## src/hw/rtl/sle_pkg.sv

```systemverilog
`default_nettype none

package sle_pkg;

    localparam int LAST_COLUMN_DEFAULT = 79;

    localparam logic [7:0] CAPACITY_RESET     = 8'd80;
    localparam logic [6:0] START_COLUMN_RESET = 7'd0;
    localparam logic [4:0] SCREEN_ROW_RESET   = 5'd0;
    localparam logic       MASK_ECHO_RESET    = 1'b0;

    localparam logic [7:0] SC_ENTER     = 8'h1C;
    localparam logic [7:0] SC_BACKSPACE = 8'h0E;

    localparam logic [7:0] ATTR_CURSOR = 8'h0A;
    localparam logic [7:0] ATTR_BLANK  = 8'h07;
    localparam logic [7:0] ATTR_ECHO   = 8'h0F;
    localparam logic [7:0] ATTR_NONE   = 8'h00;

    localparam logic [7:0] CH_CURSOR = 8'h5F;
    localparam logic [7:0] CH_BLANK  = 8'h20;
    localparam logic [7:0] CH_MASK   = 8'h2A;
    localparam logic [7:0] CH_TERM   = 8'h00;

    localparam logic TARGET_SCREEN = 1'b0;
    localparam logic TARGET_BUFFER = 1'b1;

    localparam int MAX_RESULTS = 3;

    typedef enum logic {
        OP_OPEN = 1'b0,
        OP_KEY  = 1'b1
    } opcode_t;

    typedef enum logic [1:0] {
        REG_CAPACITY     = 2'd0,
        REG_START_COLUMN = 2'd1,
        REG_SCREEN_ROW   = 2'd2,
        REG_MASK_ECHO    = 2'd3
    } cfg_reg_t;

    typedef struct packed {
        logic       target;
        logic [7:0] ch;
        logic [7:0] position;
        logic [7:0] attribute;
        logic       line_done;
        logic       last;
    } result_t;

    typedef struct packed {
        logic [7:0] char_index;
        logic [6:0] cursor_column;
        logic       line_active;
    } line_state_t;

    typedef struct packed {
        logic [7:0] line_capacity;
        logic [6:0] start_column;
        logic [4:0] screen_row;
        logic       mask_echo;
    } cfg_t;

    function automatic logic [7:0] key_map(input logic [6:0] code);
        logic [7:0] key;
        unique case (code)
            7'h01:   key = 8'h1B;
            7'h02:   key = "1";
            7'h03:   key = "2";
            7'h04:   key = "3";
            7'h05:   key = "4";
            7'h06:   key = "5";
            7'h07:   key = "6";
            7'h08:   key = "7";
            7'h09:   key = "8";
            7'h0A:   key = "9";
            7'h0B:   key = "0";
            7'h10:   key = "Q";
            7'h11:   key = "W";
            7'h12:   key = "E";
            7'h13:   key = "R";
            7'h14:   key = "T";
            7'h15:   key = "Y";
            7'h16:   key = "U";
            7'h17:   key = "I";
            7'h18:   key = "O";
            7'h19:   key = "P";
            7'h1E:   key = "A";
            7'h1F:   key = "S";
            7'h20:   key = "D";
            7'h21:   key = "F";
            7'h22:   key = "G";
            7'h23:   key = "H";
            7'h24:   key = "J";
            7'h25:   key = "K";
            7'h26:   key = "L";
            7'h2C:   key = "Z";
            7'h2D:   key = "X";
            7'h2E:   key = "C";
            7'h2F:   key = "V";
            7'h30:   key = "B";
            7'h31:   key = "N";
            7'h32:   key = "M";
            7'h39:   key = " ";
            default: key = 8'h00;
        endcase
        return key;
    endfunction

endpackage

`default_nettype wire

```

## src/hw/rtl/sle_step.sv

```systemverilog
`default_nettype none

module sle_step #(
    parameter int LAST_COLUMN = sle_pkg::LAST_COLUMN_DEFAULT
) (
    input  var sle_pkg::opcode_t     opcode,
    input  var logic [7:0]           scancode,
    input  var sle_pkg::line_state_t cur,
    input  var sle_pkg::cfg_t        cfg,
    output sle_pkg::line_state_t     nxt,
    output sle_pkg::result_t         res [sle_pkg::MAX_RESULTS],
    output logic [1:0]               count
);

    localparam logic [7:0] LastCol = 8'(LAST_COLUMN);

    logic [7:0] key;
    logic       fits;
    logic [6:0] col_inc;
    logic [6:0] col_dec;

    assign key     = sle_pkg::key_map(scancode[6:0]);
    assign col_inc = cur.cursor_column + 7'd1;
    assign col_dec = cur.cursor_column - 7'd1;
    assign fits    = (key != 8'h00)
                  && (({1'b0, cur.char_index} + 9'd1) < {1'b0, cfg.line_capacity})
                  && ({1'b0, cur.cursor_column} < LastCol)
                  && (cur.cursor_column != 7'h7F);

    always_comb
    begin
        nxt   = cur;
        count = 2'd0;
        for (int i = 0; i < sle_pkg::MAX_RESULTS; i++)
        begin
            res[i] = '0;
        end

        if (opcode == sle_pkg::OP_OPEN)
        begin
            nxt.char_index    = 8'd0;
            nxt.cursor_column = cfg.start_column;
            nxt.line_active   = 1'b1;
            res[0] = '{sle_pkg::TARGET_SCREEN, sle_pkg::CH_CURSOR, {1'b0, cfg.start_column},
                       sle_pkg::ATTR_CURSOR, 1'b0, 1'b1};
            count  = 2'd1;
        end
        else if (cur.line_active && !scancode[7])
        begin
            priority if (scancode == sle_pkg::SC_ENTER)
            begin
                res[0] = '{sle_pkg::TARGET_SCREEN, sle_pkg::CH_BLANK,
                           {1'b0, cur.cursor_column}, sle_pkg::ATTR_BLANK, 1'b1, 1'b0};
                res[1] = '{sle_pkg::TARGET_BUFFER, sle_pkg::CH_TERM, cur.char_index,
                           sle_pkg::ATTR_NONE, 1'b1, 1'b1};
                count  = 2'd2;
                nxt.line_active = 1'b0;
            end
            else if (scancode == sle_pkg::SC_BACKSPACE)
            begin
                if (cur.char_index != 8'd0)
                begin
                    res[0] = '{sle_pkg::TARGET_SCREEN, sle_pkg::CH_BLANK,
                               {1'b0, cur.cursor_column}, sle_pkg::ATTR_BLANK, 1'b0, 1'b0};
                    res[1] = '{sle_pkg::TARGET_SCREEN, sle_pkg::CH_CURSOR,
                               {1'b0, col_dec}, sle_pkg::ATTR_CURSOR, 1'b0, 1'b1};
                    count  = 2'd2;
                    nxt.cursor_column = col_dec;
                    nxt.char_index    = cur.char_index - 8'd1;
                end
            end
            else
            begin
                if (fits)
                begin
                    res[0] = '{sle_pkg::TARGET_BUFFER, key, cur.char_index,
                               sle_pkg::ATTR_NONE, 1'b0, 1'b0};
                    res[1] = '{sle_pkg::TARGET_SCREEN, cfg.mask_echo ? sle_pkg::CH_MASK : key,
                               {1'b0, cur.cursor_column}, sle_pkg::ATTR_ECHO, 1'b0, 1'b0};
                    res[2] = '{sle_pkg::TARGET_SCREEN, sle_pkg::CH_CURSOR,
                               {1'b0, col_inc}, sle_pkg::ATTR_CURSOR, 1'b0, 1'b1};
                    count  = 2'd3;
                    nxt.cursor_column = col_inc;
                    nxt.char_index    = cur.char_index + 8'd1;
                end
            end
        end
    end

endmodule

`default_nettype wire

```

## src/hw/rtl/sle_out.sv

```systemverilog
`default_nettype none

module sle_out (
    input  var logic             clk,
    input  var logic             rst_n,
    input  var logic             load,
    input  var sle_pkg::result_t batch [sle_pkg::MAX_RESULTS],
    input  var logic [1:0]       count,
    output logic                 free,
    output logic                 m_tvalid,
    input  var logic             m_tready,
    output logic [31:0]          m_tdata,   // ch[7:0], position[15:8], attribute[23:16], line_done[24]
    output logic [0:0]           m_tuser,   // target[0]
    output logic                 m_tlast
);

    sle_pkg::result_t res_reg [sle_pkg::MAX_RESULTS];
    logic [1:0]       left_reg;
    logic [1:0]       left_next;
    logic [1:0]       idx_reg;
    logic [1:0]       idx_next;
    sle_pkg::result_t cur;
    logic             fire;

    assign m_tvalid = (left_reg != 2'd0);
    assign fire     = m_tvalid && m_tready;
    assign free     = (left_reg == 2'd0) || ((left_reg == 2'd1) && m_tready);

    always_comb
    begin
        unique case (idx_reg)
            2'd1:    cur = res_reg[1];
            2'd2:    cur = res_reg[2];
            default: cur = res_reg[0];
        endcase
    end

    assign m_tdata = {7'd0, cur.line_done, cur.attribute, cur.position, cur.ch};
    assign m_tuser = cur.target;
    assign m_tlast = cur.last;

    always_comb
    begin
        left_next = left_reg;
        idx_next  = idx_reg;
        if (load)
        begin
            left_next = count;
            idx_next  = 2'd0;
        end
        else if (fire)
        begin
            left_next = left_reg - 2'd1;
            idx_next  = idx_reg + 2'd1;
        end
    end

    always_ff @(posedge clk or negedge rst_n)
    begin
        if (!rst_n)
        begin
            left_reg <= 2'd0;
            idx_reg  <= 2'd0;
        end
        else
        begin
            left_reg <= left_next;
            idx_reg  <= idx_next;
        end
    end

    always_ff @(posedge clk)
    begin
        if (load)
        begin
            res_reg <= batch;
        end
    end

endmodule

`default_nettype wire

```

## src/hw/rtl/scancode_line_editor.sv

```systemverilog
// Scancode line editor: takes PC set 1 scancode bytes (tdata) with an opcode in tuser
// (0 opens a line, 1 delivers a byte) and edits one input line, giving screen cell writes
// and line buffer writes as results, at most three per request, the final one marked by
// tlast. Each request is held in an input register, worked out combinationally and loaded as
// a batch into the result registers; results leave one per cycle while m_tready is high. The
// next request can wait in the input register while the previous batch drains and is loaded
// as its last result leaves. The serializer, one result per cycle unless stalled, sets the rate.
// Registers (APB, byte address 4*i): line_capacity, start_column, screen_row, mask_echo.
// screen_row is stored and read back only.
`default_nettype none

module scancode_line_editor #(
    parameter int LAST_COLUMN = sle_pkg::LAST_COLUMN_DEFAULT
) (
    input  var logic        clk,
    input  var logic        rst_n,
    input  var logic        s_tvalid,
    output logic            s_tready,
    input  var logic [7:0]  s_tdata,   // scancode[7:0]
    input  var logic [0:0]  s_tuser,   // opcode[0]
    output logic            m_tvalid,
    input  var logic        m_tready,
    output logic [31:0]     m_tdata,   // ch[7:0], position[15:8], attribute[23:16], line_done[24]
    output logic [0:0]      m_tuser,   // target[0]
    output logic            m_tlast,
    input  var logic        psel,
    input  var logic        penable,
    input  var logic        pwrite,
    input  var logic [3:0]  paddr,
    input  var logic [31:0] pwdata,
    output logic [31:0]     prdata,
    output logic            pready
);

    sle_pkg::cfg_t        cfg_reg;
    sle_pkg::line_state_t state_reg;
    sle_pkg::line_state_t state_next;
    logic                 in_valid_reg;
    sle_pkg::opcode_t     in_opcode_reg;
    logic [7:0]           in_scancode_reg;
    logic                 in_take;
    logic                 in_accept;
    logic                 free;
    logic                 cfg_write;
    sle_pkg::cfg_reg_t    reg_sel;
    sle_pkg::result_t     batch [sle_pkg::MAX_RESULTS];
    logic [1:0]           count;

    // config port
    assign pready    = 1'b1;
    assign cfg_write = psel && penable && pwrite && pready;
    assign reg_sel   = sle_pkg::cfg_reg_t'(paddr[3:2]);

    always_comb
    begin
        unique case (reg_sel)
            sle_pkg::REG_CAPACITY:     prdata = {24'd0, cfg_reg.line_capacity};
            sle_pkg::REG_START_COLUMN: prdata = {25'd0, cfg_reg.start_column};
            sle_pkg::REG_SCREEN_ROW:   prdata = {27'd0, cfg_reg.screen_row};
            sle_pkg::REG_MASK_ECHO:    prdata = {31'd0, cfg_reg.mask_echo};
            default:                   prdata = 32'd0;
        endcase
    end

    always_ff @(posedge clk or negedge rst_n)
    begin
        if (!rst_n)
        begin
            cfg_reg.line_capacity <= sle_pkg::CAPACITY_RESET;
            cfg_reg.start_column  <= sle_pkg::START_COLUMN_RESET;
            cfg_reg.screen_row    <= sle_pkg::SCREEN_ROW_RESET;
            cfg_reg.mask_echo     <= sle_pkg::MASK_ECHO_RESET;
        end
        else if (cfg_write)
        begin
            unique case (reg_sel)
                sle_pkg::REG_CAPACITY:     cfg_reg.line_capacity <= pwdata[7:0];
                sle_pkg::REG_START_COLUMN: cfg_reg.start_column  <= pwdata[6:0];
                sle_pkg::REG_SCREEN_ROW:   cfg_reg.screen_row    <= pwdata[4:0];
                sle_pkg::REG_MASK_ECHO:    cfg_reg.mask_echo     <= pwdata[0];
                default:                   cfg_reg.mask_echo     <= cfg_reg.mask_echo;
            endcase
        end
    end

    // input register
    assign in_take   = in_valid_reg && free;
    assign s_tready  = !in_valid_reg || in_take;
    assign in_accept = s_tvalid && s_tready;

    always_ff @(posedge clk or negedge rst_n)
    begin
        if (!rst_n)
        begin
            in_valid_reg <= 1'b0;
        end
        else if (in_accept)
        begin
            in_valid_reg <= 1'b1;
        end
        else if (in_take)
        begin
            in_valid_reg <= 1'b0;
        end
    end

    always_ff @(posedge clk)
    begin
        if (in_accept)
        begin
            in_opcode_reg   <= sle_pkg::opcode_t'(s_tuser[0]);
            in_scancode_reg <= s_tdata;
        end
    end

    // line state
    sle_step #(
        .LAST_COLUMN(LAST_COLUMN)
    ) u_step (
        .opcode   (in_opcode_reg),
        .scancode (in_scancode_reg),
        .cur      (state_reg),
        .cfg      (cfg_reg),
        .nxt      (state_next),
        .res      (batch),
        .count    (count)
    );

    always_ff @(posedge clk or negedge rst_n)
    begin
        if (!rst_n)
        begin
            state_reg <= '0;
        end
        else if (in_take)
        begin
            state_reg <= state_next;
        end
    end

    sle_out u_out (
        .clk      (clk),
        .rst_n    (rst_n),
        .load     (in_take),
        .batch    (batch),
        .count    (count),
        .free     (free),
        .m_tvalid (m_tvalid),
        .m_tready (m_tready),
        .m_tdata  (m_tdata),
        .m_tuser  (m_tuser),
        .m_tlast  (m_tlast)
    );

endmodule

`default_nettype wire

```

## config.mk

```make
export PLATFORM = sky130hd
export DESIGN_NAME = scancode_line_editor
export DESIGN_NICKNAME = d
export VERILOG_FILES = /design/src/hw/rtl/sle_pkg.sv /design/src/hw/rtl/sle_step.sv /design/src/hw/rtl/sle_out.sv /design/src/hw/rtl/scancode_line_editor.sv
export SDC_FILE = /design/constraint.sdc
export NUM_CORES = 1
export LEC_CHECK = 0
export BUFFER_PORTS_ARGS = -buffer_cell sky130_fd_sc_hd__buf_2
export CAP_MARGIN = 10
export CORE_UTILIZATION = 61
export CTS_CLUSTER_DIAMETER = 120
export DETAILED_ROUTE_END_ITERATION = 8
export PLACE_DENSITY = 0.91
export SLEW_MARGIN = 20
export SYNTH_ARGS = -nofsm -noshare
export SYNTH_HDL_FRONTEND = slang
export SYNTH_SLANG_ARGS = --single-unit
```

## constraint.sdc

```tcl
create_clock -name clk -period 8.14 [get_ports clk]
set_input_delay 2.035 -clock clk [delete_from_list [all_inputs] [get_ports clk]]
set_output_delay 2.035 -clock clk [all_outputs]
set_load 0.02 [all_outputs]
```

==> results of run 1 <==
## cells in the final DEF (no fill, tap or decap), drive strengths merged, types with 10 or more instances in the layout
| cell type | count |
|---|---|
| a211oi | 15 |
| a22oi | 11 |
| a21oi | 36 |
| mux2i | 24 |
| and2 | 11 |
| edfxtp | 53 |
| nand2 | 63 |
| o21ai | 42 |
| buf | 59 |
| conb | 37 |
| nor2 | 41 |
| a221o | 10 |
| inv | 37 |
| xnor2 | 25 |
| clkbuf | 10 |
| ha | 29 |
| dfrtp | 40 |
| mux2 | 26 |
| nand3 | 19 |
| nor3 | 12 |
## how the worst max path moves through the flow
stage,end,depth (start not counted),slack [ns]
finish,prdata[0],3,3.08
global route,prdata[1],5,3.02
CTS,prdata[0],3,3.08
detailed placement,state_reg[9],8,2.94
global placement,state_reg[9],8,3.09
floorplan,prdata[0],2,3.05
## report_power, final
group / leakage (nW) / internal [W] / switching, W
clock network: 0.107 / 0.000175 / 0.000179
logic: 1.75 / 0.000510 / 0.000857
registers: 1.07 / 0.000788 / 0.000201
total: 2.93 / 0.00147 / 0.00124
## cell families (layout without fill, tap and decap cells)
group | Yosys count | count (layout) | share of synthesized area [%]
AOI/OAI and AO/OA | 166 | 166 | 16.8
xor gates and xnor gates | 31 | 31 | 4.13
adders and majority gates | 30 | 30 | 5.83
buffers and inverters | 116 | 112 | 9.60
DFF | 102 | 102 | 42.4
muxes | 51 | 51 | 8.46
other | 2 | 37 | 0.114
and+or+nand+nor | 174 | 174 | 12.7
## critical path, stage by stage
cell and delay, ns:
buf_2 0.27, mux4_2 0.54, buf_2 0.17
## metrics by stage
| stage | std cells | hold slack (ns) | utilization [%] | setup WS, ns |
|---|---|---|---|---|
| finish | 839 | 0.520 | 66.6 | 3.08 |
| global route | 839 | 0.538 | 66.6 | 3.02 |
| CTS | 839 | 0.519 | 66.6 | 3.08 |
| detailed placement | 823 | 0.497 | 64.4 | 2.94 |
| global placement | 823 | 0.464 | 64.4 | 3.09 |
| floorplan | 707 | 0.450 | - | 3.05 |
## per-layer routing
metal  track usage (%)  part of all wire [%]
met2              43.8                    49
met4              13.7                   3.2
met1              33.9                    40
met5                 0                     0
met3              4.64                   7.6
## final cells by class
class / count / area (µm²)
Tap cell: 136 / 170
Timing Repair Buffer: 59 / 300
Sequential cell: 102 / 2790
Fill cell: 760 / 3460
Multi-Input combinational cell: 489 / 3290
Inverter: 37 / 143
Clock buffer: 10 / 128
Clock inverter: 6 / 93.8
==> results.cfg, run 1 <==
[flow_run]
drv_cap = 0

[placed_design]
dp_hpwl_um = 10000
io_buffers = 57
postPlaceCellArea_um2 = 6680
gp_congestion = 0.888

[floorplan]
die_area_um2 = 11200
row_count = 37
die_h_um = 106
io-pin-count = 121
core-area_um2 = 10400
start_util_pct = 63.4
die_x_um = 106

[final_layout]
diodes = 0
final_cell_area_um2 = 6910
fin_nets = 780
largest_reg_flops = 44
drive_gt1_share_pct = 16.9
area_growth_pct = 5.16

[drt]
initialDrtViolationCount = 461
routed_via_density = 6.12
via_count = 5131
drtAntennaViolNets = 0
drc = 0
routedWlPerCell_um = 17.1
routed_wl_um = 14300
dr.pass1.iters = 5

[global_routing]
grt_pass1_vias = 5016
grt_pass1_wl_um = 23600
grt_max_degree = 60
antenna_found_initial = 0
overflow = 0
grt_use_total_pct = 26.7

[timing]
fin_crit_sh_pct = 62.1
finClkSkew_ns = 0.0147
finalHoldViolations = 0
worst_slew_pin_slew_ns = 1.01
rsz0062_at_grt = false
fmax_mhz = 198
setup_viol = 0
fin_tns_setup_ns = 0
post-route-min-period_ns = 5.06
slew_headroom_pct = 30.7
maxSlewViolCount = 0

[worst_setup_path]
r2r-start = state_reg[8]
crit_type = in -> out
cp-end-kind = primary output
cp-startpoint = paddr[2]
reg2reg_to = state_reg[9]
cp-start-kind = input pin
critPathRequiredTime_ns = 6.11
rrSetupSlack_ns = 4.32
worstRegToRegCells = 12
cp.arrival_ns = 3.02
cp_max_fo = 12

[min_path]
hold_end = u_out.left_reg[1]
hold_depth = 2
hold_path.class = reg -> reg
min-delay-start = u_out.left_reg[1]

[clock_tree]
htreeDepth = 3
clockBufferDepth = 2
cts_setup_buffers = 0
cts_buffers = 9
cts.sinks = 102
path_clk_slew_ns = 0.10
clock_latency_ns = 0.38
holdBufCountCts = 0
cts_tree = built
clock-root-buffer = clkbuf_8
cts_resized = 0

[pwr]
power_w = 0.00271
power_leakage_nw = 2.93
ir_drop_mv = 0.206
p_per_area_nw_per_um2 = 392

[logic_synthesis]
synthDistinctLibCells = 71
syn_inst = 672
ys_seq_area_share_pct = 42.4
ys.flop_type = edfxtp_1
yosys.area.top_type_share_pct = 24.2
synth_seq_cells = 102
synthesis.area_um2 = 6570
yosys.area.top_type = edfxtp_1
yosysWarnings = 0
avgSynthCellArea_um2 = 9.78
async_flop_share_pct = 41.2
synthTopCellsByCount = 62 x nand2_1, 53 x edfxtp_1, 40 x dfrtp_1, 40 x nor2_1, 39 x buf_4
synth.most_common_cell = nand2_1
synthTopCellsByArea = edfxtp_1 24%, dfrtp_1 15%, ha_1 5.5%
synth_edf_count = 53

[status]
status = complete, no violations
No activity file was read; power rests on OpenSTA's default activity.
==> run 2, diff against run 1 <==
- ABC_AREA: default -> 1
- CORE_UTILIZATION: 61 -> 57
- PLACE_DENSITY: 0.91 -> 0.86
- clock period: 8.14 -> 5.3 ns (I/O delays scaled with it)
==> results.cfg, run 2 <==
[timing]
setup_viol = 0
rsz0062_at_grt = false
finalHoldViolations = 0
fin_tns_setup_ns = 0
slew_headroom_pct = 34.0
post-route-min-period_ns = 3.98
fin_crit_sh_pct = 75.0
fmax_mhz = 252
worst_slew_pin_slew_ns = 0.989
holdWs_ns = 0.487
finClkSkew_ns = 0.00509
maxSlewViolCount = 0

[drt]
drtAntennaViolNets = 0
routedWlPerCell_um = 14.6
drc = 0
routed_via_density = 5.49
dr.pass1.iters = 5
routed_wl_um = 14600
initialDrtViolationCount = 433
via_count = 5498

[logic_synthesis]
avgSynthCellArea_um2 = 8.15
async_flop_share_pct = 41.2
yosys.area.top_type = edfxtp_1
synthDistinctLibCells = 45
synthTopCellsByArea = edfxtp_1 24%, dfrtp_1 15%, nand2_1 11%
synth.most_common_cell = nand2_1
synth_seq_cells = 102
ys.flop_type = edfxtp_1
synthTopCellsByCount = 197 x nand2_1, 94 x inv_1, 74 x nand3_1, 55 x o21ai_0, 53 x edfxtp_1
ys_seq_area_share_pct = 42.2
yosysWarnings = 0
synth_edf_count = 53
syn_inst = 809
synthesis.area_um2 = 6590
yosys.area.top_type_share_pct = 24.1

[worst_setup_path]
cp-start-kind = flop
r2r-start = state_reg[8]
reg2reg_to = u_out.res_reg[38]
crit_slowest_cell = nor2_1
rrSetupSlack_ns = 2.23
slowest_delay_ns = 0.51
cp_cell_sequence = inv_1 -> ha_1 -> buf_4 -> nor2_1 -> buf_4 -> inv_1 -> o21ai_0 -> buf_2
critPathRequiredTime_ns = 3.97
crit_type = reg -> out
cp-end-kind = primary output
worstRegToRegCells = 15
cp_max_fo = 11
cp.arrival_ns = 2.65

[min_path]
hold_end = cfg_reg[2]
hold_depth = 2
min-delay-start = cfg_reg[2]
hold_path.class = reg -> reg

[placed_design]
io_buffers = 57
gp_congestion = 0.880
dp.cells = 985
postPlaceCellArea_um2 = 6800
dp_hpwl_um = 10600

[global_routing]
grt_pass1_vias = 4821
grt_use_total_pct = 25.7
overflow = 0
grt_max_degree = 46
antenna_found_initial = 0
grt_pass1_wl_um = 23500

[status]
status = complete, no violations

[clock_tree]
clockBufferDepth = 2
path_clk_slew_ns = 0.07
cts_buffers = 9
clock_latency_ns = 0.35
cts.sinks = 102
holdBufCountCts = 0
cts_tree = built
cts_resized = 0
cts_setup_buffers = 0
clock-root-buffer = clkbuf_16
htreeDepth = 3

[flow_run]
drv_cap = 0

[floorplan]
start_util_pct = 59.8
row_count = 38
io-pin-count = 121
die_h_um = 110
die_x_um = 110
die_area_um2 = 12000
core-area_um2 = 11000

[final_layout]
drive_gt1_share_pct = 14.1
fin_cells = 1001
final_cell_mix = 197 x nand2_1, 94 x inv_1, 74 x nand3_1
area_growth_pct = 7.51
final_common_cell = nand2_1
largest_reg_flops = 44
n_fill_cell = 935
fin_nets = 938
final_cell_area_um2 = 7090
diodes = 0

[pwr]
p_per_area_nw_per_um2 = 539
power_leakage_nw = 3.49
power_w = 0.00382
ir_drop_mv = 0.524
[run 2: cell count changes in the layout (fill, tap and decap cells not counted), sizes merged, moves of 18 or more]
cell | before | now
nand2 | 63 | 208
mux2 | 26 | 0
o21ai | 42 | 68
nand3 | 19 | 76
nor2 | 41 | 59
inv | 37 | 102
nand4 | 1 | 19
xnor2 | 25 | 4
mux2i | 24 | 0
[run 2: cells by family (layout without fill, tap and decap cells)]
family          count (synthesis)  after routing  synth area share [%]
buf+inv                       161            178                  12.1
fa+ha+maj                      30             30                  5.81
compound gates                126            126                  12.2
flops                         102            102                  42.2
xor+xnor                       20             20                  2.66
other cells                     2             37                 0.114
simple gates                  368            368                  24.9
[run 2: worst max-delay path by stage]
stage | from | endpoint | slack, ns | cells after the start
6_report | u_out.idx_reg[0] | m_tuser | 1.32 | 8
5_1_grt | u_out.idx_reg[0] | m_tuser | 1.11 | 8
4_1_cts | u_out.idx_reg[0] | m_tuser | 1.27 | 8
3_5_place_dp | u_out.idx_reg[0] | m_tuser | 1.64 | 8
3_3_place_gp | u_out.idx_reg[0] | m_tlast | 1.71 | 8
2_1_floorplan | m_tready | state_reg[3] | 1.65 | 10
[run 2: power by group]
group          switching [W]  total [W]  leakage, nW  internal (W)
combinational        0.00129    0.00185         2.25      0.000566
clock               0.000293   0.000662        0.140      0.000368
sequential          0.000157    0.00130         1.10       0.00115
[run 2: per-layer routing]
| metal | GRT usage (%) | wire, µm |
|---|---|---|
| met1 | 36.7 | 6570 |
| met2 | 41.2 | 6730 |
| met3 | 3.44 | 1050 |
| met4 | 7.05 | 240 |
| met5 | 0 | 0 |
[run 2: cell type report]
class | instances | area [µm²] | share of cell area [%]
clock buffers | 11 | 233 | 3.28
clock inverters | 5 | 60.1 | 0.847
inverters | 102 | 383 | 5.40
multi-input cells | 581 | 3150 | 44.4
flip-flops and latches | 102 | 2790 | 39.3
well taps | 140 | 175 | 2.47
repair buffers | 60 | 308 | 4.34
[run 2: worst max-delay path: cells and delay by family (launching register included)]
kind                     cells  cell delay (ns)
adder cells (fa/ha/maj)      1             0.44
AO/OA/AOI/OAI                1             0.15
buffers and inverters        5             0.85
AND/OR/NAND/NOR              1             0.51
flip-flops                   1             0.35
[run 2: stage by stage]
step / util [%] / setup slack (ns)
floorplan: - / 1.65
global placement: 61.6 / 1.71
detailed placement: 61.6 / 1.64
CTS: 64.3 / 1.27
global route: 64.3 / 1.11
finish: 64.3 / 1.32
